$ cat src/hw/rtl/lsas_pkg.sv
// shared types and constants for the limit switch arm sequencer
package lsas_pkg;

    localparam int TIME_BITS = 32;
    localparam int CFG_INDEX_BITS = 3;
    localparam int CFG_DATA_BITS = 16;

    typedef logic [TIME_BITS-1:0] time_t;
    typedef logic [7:0] duty_t;
    typedef logic [15:0] delay_t;

    typedef enum logic [1:0] {
        FUNC_TICK  = 2'd0,
        FUNC_SPIN  = 2'd1,
        FUNC_RESET = 2'd2,
        FUNC_STOP  = 2'd3
    } func_t;

    typedef enum logic [1:0] {
        MODE_STOPPED   = 2'd0,
        MODE_MOVING    = 2'd1,
        MODE_RESETTING = 2'd2,
        MODE_COASTING  = 2'd3
    } mode_t;

    typedef enum logic [1:0] {
        PHASE_NONE     = 2'd0,
        PHASE_APPROACH = 2'd1,
        PHASE_CENTER   = 2'd2
    } phase_t;

    localparam logic [CFG_INDEX_BITS-1:0] CFG_CRUISE_DUTY = 3'd0;
    localparam logic [CFG_INDEX_BITS-1:0] CFG_BURST_DUTY  = 3'd1;
    localparam logic [CFG_INDEX_BITS-1:0] CFG_BURST_MS    = 3'd2;
    localparam logic [CFG_INDEX_BITS-1:0] CFG_CENTER_WAIT = 3'd3;
    localparam logic [CFG_INDEX_BITS-1:0] CFG_COAST_WAIT  = 3'd4;

    localparam duty_t  CRUISE_DUTY_RESET = 8'd128;
    localparam duty_t  BURST_DUTY_RESET  = 8'd255;
    localparam delay_t BURST_MS_RESET    = 16'd100;
    localparam delay_t CENTER_WAIT_RESET = 16'd200;
    localparam delay_t COAST_WAIT_RESET  = 16'd200;

endpackage

$ cat src/hw/rtl/lsas_if.sv
// request, result and register write channels of the sequencer
interface lsas_cmd_if;
    logic       valid;
    logic       ready;
    logic [1:0] func;
    logic [31:0] now_ms;
    logic       switch_pressed;

    modport source (output valid, func, now_ms, switch_pressed, input ready);
    modport sink (input valid, func, now_ms, switch_pressed, output ready);
endinterface

interface lsas_res_if;
    logic       valid;
    logic       ready;
    logic [7:0] pin_duty;
    logic [1:0] mode;
    logic [1:0] reset_phase;

    modport source (output valid, pin_duty, mode, reset_phase, input ready);
    modport sink (input valid, pin_duty, mode, reset_phase, output ready);
endinterface

interface lsas_cfg_if;
    logic        valid;
    logic        ready;
    logic [2:0]  index;
    logic [15:0] data;

    modport source (output valid, index, data, input ready);
    modport sink (input valid, index, data, output ready);
endinterface

$ cat src/hw/rtl/limit_switch_arm_sequencer.sv
// top level of the limit switch arm sequencer
// Takes one request per clock while the result side is not stalled and returns one
// result per request, passing through the request register, then the result register.
// All of the work on a request is a short compare and subtract path between those
// registers, so the sustained rate is one request per cycle without result stalls.
// While a finished result waits to be taken, the request register can still take
// one more request; after that the request side stalls.
// Register writes take effect at once and are expected only while the block is idle.
module limit_switch_arm_sequencer (
    input  logic clk,
    input  logic rst_n,
    lsas_cmd_if.sink   cmd,
    lsas_res_if.source res,
    lsas_cfg_if.sink   cfg
);
    import lsas_pkg::*;

    duty_t  cruise_duty_reg;
    duty_t  burst_duty_reg;
    delay_t burst_ms_reg;
    delay_t center_wait_reg;
    delay_t coast_wait_reg;

    logic   in_valid_reg;
    func_t  in_func_reg;
    time_t  in_now_reg;
    logic   in_pressed_reg;

    logic   res_valid_reg;
    duty_t  res_pin_reg;
    mode_t  res_mode_reg;
    phase_t res_phase_reg;

    mode_t  mode_reg, mode_next;
    phase_t phase_reg, phase_next;
    time_t  burst_start_reg, burst_start_next;
    time_t  switch_time_reg, switch_time_next;
    duty_t  drive_level_reg, drive_level_next;
    duty_t  pin_level_reg, pin_level_next;

    logic   advance;
    logic   cmd_take;
    logic   moving;
    time_t  burst_elapsed;
    time_t  switch_elapsed;

    assign advance  = in_valid_reg && (!res_valid_reg || res.ready);
    assign cmd.ready = !in_valid_reg || advance;
    assign cmd_take = cmd.valid && cmd.ready;
    assign cfg.ready = 1'b1;

    assign res.valid       = res_valid_reg;
    assign res.pin_duty    = res_pin_reg;
    assign res.mode        = res_mode_reg;
    assign res.reset_phase = res_phase_reg;

    // config registers
    always_ff @(posedge clk or negedge rst_n)
    begin
        if (!rst_n)
        begin
            cruise_duty_reg <= CRUISE_DUTY_RESET;
            burst_duty_reg  <= BURST_DUTY_RESET;
            burst_ms_reg    <= BURST_MS_RESET;
            center_wait_reg <= CENTER_WAIT_RESET;
            coast_wait_reg  <= COAST_WAIT_RESET;
        end
        else if (cfg.valid)
        begin
            case (cfg.index)
                CFG_CRUISE_DUTY: cruise_duty_reg <= cfg.data[7:0];
                CFG_BURST_DUTY:  burst_duty_reg  <= cfg.data[7:0];
                CFG_BURST_MS:    burst_ms_reg    <= cfg.data;
                CFG_CENTER_WAIT: center_wait_reg <= cfg.data;
                CFG_COAST_WAIT:  coast_wait_reg  <= cfg.data;
                default:         ;
            endcase
        end
    end

    // request register
    always_ff @(posedge clk or negedge rst_n)
    begin
        if (!rst_n)
        begin
            in_valid_reg <= 1'b0;
        end
        else if (cmd_take)
        begin
            in_valid_reg <= 1'b1;
        end
        else if (advance)
        begin
            in_valid_reg <= 1'b0;
        end
    end

    always_ff @(posedge clk)
    begin
        if (cmd_take)
        begin
            in_func_reg    <= func_t'(cmd.func);
            in_now_reg     <= time_t'(cmd.now_ms);
            in_pressed_reg <= cmd.switch_pressed;
        end
    end

    // sequencing step for one request
    always_comb
    begin
        mode_next        = mode_reg;
        phase_next       = phase_reg;
        burst_start_next = burst_start_reg;
        switch_time_next = switch_time_reg;
        drive_level_next = drive_level_reg;
        pin_level_next   = pin_level_reg;
        moving           = 1'b0;
        burst_elapsed    = '0;
        switch_elapsed   = '0;

        case (in_func_reg)
            FUNC_SPIN:
            begin
                burst_start_next = in_now_reg;
                drive_level_next = cruise_duty_reg;
                mode_next        = MODE_MOVING;
            end
            FUNC_RESET:
            begin
                burst_start_next = in_now_reg;
                drive_level_next = cruise_duty_reg;
                mode_next        = MODE_RESETTING;
                phase_next       = PHASE_APPROACH;
            end
            FUNC_STOP:
            begin
                drive_level_next = '0;
                mode_next        = MODE_STOPPED;
            end
            default: ;
        endcase

        if (in_func_reg != FUNC_STOP)
        begin
            moving = (mode_next == MODE_MOVING) ||
                     (mode_next == MODE_RESETTING && phase_next == PHASE_APPROACH);
            if (in_pressed_reg && moving)
            begin
                switch_time_next = in_now_reg;
                if (mode_next == MODE_RESETTING)
                begin
                    phase_next = PHASE_CENTER;
                end
                if (mode_next == MODE_MOVING)
                begin
                    mode_next = MODE_COASTING;
                end
            end
            else if (mode_next == MODE_MOVING || mode_next == MODE_RESETTING)
            begin
                burst_elapsed = in_now_reg - burst_start_next;
                if (burst_elapsed < time_t'(burst_ms_reg))
                begin
                    drive_level_next = burst_duty_reg;
                end
                else
                begin
                    drive_level_next = cruise_duty_reg;
                end
                pin_level_next = drive_level_next;
            end
            else
            begin
                pin_level_next = '0;
            end

            switch_elapsed = in_now_reg - switch_time_next;
            if (phase_next == PHASE_CENTER &&
                switch_elapsed > time_t'(center_wait_reg))
            begin
                drive_level_next = '0;
                mode_next        = MODE_STOPPED;
                phase_next       = PHASE_NONE;
            end
            if (mode_next == MODE_COASTING && switch_elapsed > time_t'(coast_wait_reg))
            begin
                drive_level_next = '0;
                mode_next        = MODE_STOPPED;
            end
        end
    end

    // arm state
    always_ff @(posedge clk or negedge rst_n)
    begin
        if (!rst_n)
        begin
            mode_reg        <= MODE_STOPPED;
            phase_reg       <= PHASE_NONE;
            burst_start_reg <= '0;
            switch_time_reg <= '0;
            drive_level_reg <= '0;
            pin_level_reg   <= '0;
        end
        else if (advance)
        begin
            mode_reg        <= mode_next;
            phase_reg       <= phase_next;
            burst_start_reg <= burst_start_next;
            switch_time_reg <= switch_time_next;
            drive_level_reg <= drive_level_next;
            pin_level_reg   <= pin_level_next;
        end
    end

    // result register
    always_ff @(posedge clk or negedge rst_n)
    begin
        if (!rst_n)
        begin
            res_valid_reg <= 1'b0;
        end
        else if (advance)
        begin
            res_valid_reg <= 1'b1;
        end
        else if (res.ready)
        begin
            res_valid_reg <= 1'b0;
        end
    end

    always_ff @(posedge clk)
    begin
        if (advance)
        begin
            res_pin_reg   <= pin_level_next;
            res_mode_reg  <= mode_next;
            res_phase_reg <= phase_next;
        end
    end

endmodule

$ cat src/flat_wrapper.sv
// flat-port wrapper written by rule: the top's interface ports become plain ports
module limit_switch_arm_sequencer_flat import lsas_pkg::*;
  (clk, rst_n, cmd_valid, cmd_func, cmd_now_ms, cmd_switch_pressed, cmd_ready, res_valid, res_pin_duty, res_mode, res_reset_phase, res_ready, cfg_valid, cfg_index, cfg_data, cfg_ready);
  lsas_cmd_if cmd_i ();
  lsas_res_if res_i ();
  lsas_cfg_if cfg_i ();
  input  logic clk;
  input  logic rst_n;
  input wire logic [$bits(cmd_i.valid)-1:0] cmd_valid;
  input wire logic [$bits(cmd_i.func)-1:0] cmd_func;
  input wire logic [$bits(cmd_i.now_ms)-1:0] cmd_now_ms;
  input wire logic [$bits(cmd_i.switch_pressed)-1:0] cmd_switch_pressed;
  output wire logic [$bits(cmd_i.ready)-1:0] cmd_ready;
  output wire logic [$bits(res_i.valid)-1:0] res_valid;
  output wire logic [$bits(res_i.pin_duty)-1:0] res_pin_duty;
  output wire logic [$bits(res_i.mode)-1:0] res_mode;
  output wire logic [$bits(res_i.reset_phase)-1:0] res_reset_phase;
  input wire logic [$bits(res_i.ready)-1:0] res_ready;
  input wire logic [$bits(cfg_i.valid)-1:0] cfg_valid;
  input wire logic [$bits(cfg_i.index)-1:0] cfg_index;
  input wire logic [$bits(cfg_i.data)-1:0] cfg_data;
  output wire logic [$bits(cfg_i.ready)-1:0] cfg_ready;
  assign cmd_i.valid = cmd_valid;
  assign cmd_i.func = cmd_func;
  assign cmd_i.now_ms = cmd_now_ms;
  assign cmd_i.switch_pressed = cmd_switch_pressed;
  assign cmd_ready = cmd_i.ready;
  assign res_valid = res_i.valid;
  assign res_pin_duty = res_i.pin_duty;
  assign res_mode = res_i.mode;
  assign res_reset_phase = res_i.reset_phase;
  assign res_i.ready = res_ready;
  assign cfg_i.valid = cfg_valid;
  assign cfg_i.index = cfg_index;
  assign cfg_i.data = cfg_data;
  assign cfg_ready = cfg_i.ready;
  limit_switch_arm_sequencer u_core (.clk(clk), .rst_n(rst_n), .cmd(cmd_i), .res(res_i), .cfg(cfg_i));
endmodule
$ cat config.mk
export PLATFORM = sky130hd
export DESIGN_NAME = limit_switch_arm_sequencer_flat
export DESIGN_NICKNAME = d
export VERILOG_FILES = /design/src/hw/rtl/lsas_pkg.sv /design/src/hw/rtl/lsas_if.sv /design/src/hw/rtl/limit_switch_arm_sequencer.sv /design/src/flat_wrapper.sv
export SDC_FILE = /design/constraint.sdc
export NUM_CORES = 1
export LEC_CHECK = 0
export CORE_MARGIN = 2
export CORE_UTILIZATION = 43
export DETAILED_ROUTE_END_ITERATION = 10
export DONT_BUFFER_PORTS = 1
export GPL_TIMING_DRIVEN = 0
export SLEW_MARGIN = 20
export SYNTH_ARGS = -nofsm -noshare
export SYNTH_HDL_FRONTEND = slang
export SYNTH_SLANG_ARGS = --single-unit
$ cat constraint.sdc
create_clock -name clk -period 15.6 [get_ports clk]
set_input_delay 1.56 -clock clk [delete_from_list [all_inputs] [get_ports clk]]
set_output_delay 1.56 -clock clk [all_outputs]
set_load 0.1 [all_outputs]
==> impl_metrics.py <==
metrics = {
    "outcome": {
        "status": "completed",
    },
    "timing": {
        "worst_slew_margin_rel_pct": 27.1,
        "post-route-min-period_ps": 7660,
        "period_share_pct": 49.1,
        "final.setup.worst_slack_ps": 7940,
        "rsz0062_at_grt": "no",
        "post_route_skew_ps": 11.2,
        "timing_worst_slew_pin_value_ps": 1070,
        "achievable-frequency_ghz": 0.130,
        "final-hold-violation-count": 0,
        "setup_violations": 0,
        "fin_tns_setup_ps": 0,
        "final-max-slew-violation-count": 0,
    },
    "clocking": {
        "cts_buffers": 17,
        "post_cts_repair_setup_buffers": 0,
        "clkLatencyLatePin_ps": 460,
        "cts_htree_levels": 4,
        "cts_max_path_buffers": 2,
        "cts_tree": "built",
        "post_cts_resize_count": 0,
        "clock_root_cell": "sky130_fd_sc_hd__clkbuf_16",
        "clock_sinks": 189,
        "clkTransAtPathRegs_ps": 70,
        "cts_hold_buf": 0,
    },
    "setup_path": {
        "worst-path-stages": 25,
        "crit_fanout": 10,
        "crit-reg2reg-launch": "u_core.in_func_reg[0]",
        "ff2ff_path_depth": 25,
        "critPathLaunchType": "flip-flop",
        "critical_path.n_buffers_inverters": 3,
        "crit_family": "compound AO/OA/AOI/OAI gates",
        "setup.worst_path.end": "u_core.res.pin_duty[2]",
        "path_class": "reg -> reg",
        "timing.rr.end": "u_core.res.pin_duty[2]",
        "cp_data_arrival_time_ps": 7850,
        "worst-r2r-setup-slack_ps": 7940,
        "max_stage_delay_ps": 690,
        "timing.critical_path.to_type": "flip-flop",
        "worst_path_max_delay_cell": "sky130_fd_sc_hd__buf_1",
        "critical_path_required_ps": 15790,
        "cp-startpoint": "u_core.in_func_reg[0]",
    },
    "synthesis": {
        "yosysTopAreaCell": "sky130_fd_sc_hd__dfrtp_1",
        "ys_types": 91,
        "synth.cell_area_sq_um": 12900,
        "netlist_top_cells_area": "sky130_fd_sc_hd__dfrtp_1 (24%), sky130_fd_sc_hd__edfxtp_1 (11%), sky130_fd_sc_hd__ha_1 (11%)",
        "ys_dominant_reg_cell": "sky130_fd_sc_hd__dfrtp_1",
        "synth_top_area_share_pct": 24.0,
        "post_synthesis_cells": 1340,
        "synth_top_cells_by_count": "sky130_fd_sc_hd__nand2_1 (132), sky130_fd_sc_hd__dfrtp_1 (124), sky130_fd_sc_hd__o21ai_0 (118)",
        "yosysMostFrequentCell": "sky130_fd_sc_hd__nand2_1",
        "synth_seq_cells": 189,
        "synth_seq_area_share_pct": 38.5,
        "async_reset_ff_share_pct": 75.1,
        "syn-num-nets": 1512,
        "synth_edf_count": 47,
        "synth.yosys.warnings": 0,
        "syn_area_per_cell_sq_um": 9.66,
    },
    "detailed_routing": {
        "drt_first_pass_iters": 5,
        "drt-vias-per-instance": 5.70,
        "number_of_drc_violations_after_detailed_routing": 0,
        "drt-wirelength-per-cell_um": 18.7,
        "drt_iter0_markers": 600,
        "route.antenna.remaining_nets": 0,
        "route.vias.total": 10100,
        "wl_final_mm": 33.0,
    },
    "finish": {
        "layoutNonFillerInstCount": 1764,
        "drive_gt1_share_pct": 11.6,
        "area_delta_synth_final_pct": 9.10,
        "diodes": 0,
        "final_nets": 1533,
    },
    "hold_path": {
        "critical_hold_path_startpoint": "u_core.burst_start_reg[25]",
        "worst_hold_path_type": "reg -> reg",
    },
    "power": {
        "vdd_drop_max_uv": 90.2,
        "internal-power_uw": 1450,
        "power_density_nw_per_um2": 178,
        "p_leak_uw": 0.00614,
        "share_clk_of_total_power_pct": 19.4,
        "combPwrFrac_pct": 51.4,
        "seqPwrFrac_pct": 29.3,
        "p_sw_share_pct": 42.3,
        "net_switching_power_uw": 1060,
    },
    "grt": {
        "grt_antenna_before_repair": 1,
        "number_of_global_route_vias_before_repair": 9692,
        "grtUsageTotal_pct": 21.6,
        "grt-ovfl-total": 0,
        "largest_net_degree_at_the_start_of_global_routing": 143,
        "grt_first_pass_wirelength_mm": 52.5,
    },
    "floorplan": {
        "floorplan.die_area_sq_um": 31500,
        "number_of_rows_created_at_floorplan": 63,
        "core_area_sq_um": 29600,
        "start_util_pct": 43.7,
        "die_y_um": 177,
        "floorplan.io_pins": 74,
        "die_width_um": 177,
    },
    "job": {
        "max_cap_viol": 0,
    },
    "placed_design": {
        "detailed_place_hpwl_mm": 25.7,
        "post-place-cells": 1732,
        "routabilityCongestion": 0.898,
        "detailedPlace.worstSlack_ps": 7930,
        "port-buffer-count": 0,
    },
}
metrics by stage:
stage	hold WS, ps	instance area, sq um	total power [uW]	utilization [%]
after global placement	462	13400	1990	45.3
after detailed placement	469	13500	2020	45.4
after floorplan	449	12900	1720	-
after global routing	509	14100	2730	47.6
after CTS	486	14100	2520	47.6
final	481	14100	2520	47.6
cells in the final DEF (no fill, tap or decap), types with 7 or more instances in the layout:
| master | netlist | layout |
|---|---|---|
| sky130_fd_sc_hd__mux2_2 | 67 | 67 |
| sky130_fd_sc_hd__o31ai_1 | 10 | 10 |
| sky130_fd_sc_hd__xnor2_1 | 26 | 26 |
| sky130_fd_sc_hd__edfxtp_1 | 47 | 47 |
| sky130_fd_sc_hd__o211ai_1 | 9 | 9 |
| sky130_fd_sc_hd__clkbuf_1 | 33 | 33 |
| sky130_fd_sc_hd__nand2_1 | 132 | 132 |
| sky130_fd_sc_hd__a21o_1 | 44 | 44 |
| sky130_fd_sc_hd__mux2i_1 | 67 | 67 |
| sky130_fd_sc_hd__and3_1 | 14 | 14 |
| sky130_fd_sc_hd__a21oi_1 | 90 | 90 |
| sky130_fd_sc_hd__nor2b_1 | 22 | 22 |
| sky130_fd_sc_hd__nand4_1 | 28 | 28 |
| sky130_fd_sc_hd__nor2_1 | 51 | 51 |
| sky130_fd_sc_hd__inv_6 | 0 | 7 |
| sky130_fd_sc_hd__o21a_1 | 17 | 17 |
| sky130_fd_sc_hd__nand2b_1 | 13 | 13 |
| sky130_fd_sc_hd__clkbuf_16 | 0 | 17 |
| sky130_fd_sc_hd__inv_1 | 76 | 76 |
| sky130_fd_sc_hd__buf_1 | 8 | 8 |
| sky130_fd_sc_hd__dfrtp_1 | 124 | 124 |
| sky130_fd_sc_hd__o21ai_1 | 20 | 20 |
| sky130_fd_sc_hd__ha_1 | 111 | 111 |
| sky130_fd_sc_hd__a211oi_1 | 15 | 15 |
| sky130_fd_sc_hd__o21bai_1 | 9 | 9 |
| sky130_fd_sc_hd__nand3_1 | 12 | 12 |
| sky130_fd_sc_hd__o21ai_0 | 118 | 118 |
| sky130_fd_sc_hd__a31oi_1 | 11 | 11 |
| sky130_fd_sc_hd__nor3_1 | 20 | 19 |
| sky130_fd_sc_hd__dfstp_2 | 18 | 18 |
| sky130_fd_sc_hd__xor2_1 | 14 | 14 |
power groups by stage:
stage | Clock [uW] | Combinational [uW] | Sequential (uW)
global placement | 0 | 1250 | 741
floorplan | 0 | 996 | 725
CTS | 500 | 1290 | 735
global route | 520 | 1460 | 751
detailed placement | 0 | 1280 | 745
finish | 487 | 1290 | 736
area by class of cell:
class                           instances  area, sq um
Fill cell                            2833        15500
Multi-Input combinational cell       1024         7470
Sequential cell                       189         4990
Tap cell                              390          488
Clock buffer                           17          425
Inverter                               78          293
Clock inverter                         15          225
Buffer                                 49          203
Timing Repair Buffer                    2         27.5
tightest hold or removal path, delay by kind of cell (launching register included):
kind,cells,cell delay [ps]
AOI/OAI and AO/OA,1,60
and+or+nand+nor,1,40
DFF,1,340
kinds of logic (layout without fill, tap and decap cells):
family	after synthesis	count (layout)	synth area share [%]
AO/OA/AOI/OAI	400	400	19.7
XOR/XNOR	42	42	2.96
adder cells (fa/ha/maj)	117	117	11.4
buffers and inverters	127	161	3.83
flip-flops	189	189	38.5
multiplexers	134	134	11.0
other	1	1	0.0290
AND/OR/NAND/NOR	330	330	12.6
how the worst min path moves through the flow:
stage / depth (start not counted) / slack [ps] / end
2_1_floorplan: 2 / 450 / u_core.burst_start_reg[10]
3_3_place_gp: 2 / 460 / u_core.pin_level_reg[7]
3_5_place_dp: 2 / 470 / u_core.burst_start_reg[24]
4_1_cts: 2 / 490 / u_core.burst_start_reg[26]
5_1_grt: 2 / 510 / u_core.burst_start_reg[26]
6_report: 2 / 480 / u_core.burst_start_reg[25]
per-layer routing:
metal | vias up | part of all wire, % | GRT usage (%)
met5 | - | 0 | 0
met4 | 0 | 1.8 | 5.64
met3 | 36 | 4.2 | 4.16
met2 | 206 | 46 | 34.5
met1 | 4850 | 48 | 30.0
li1 | 4965 | - | -
No activity file was read; power rests on OpenSTA's default activity.
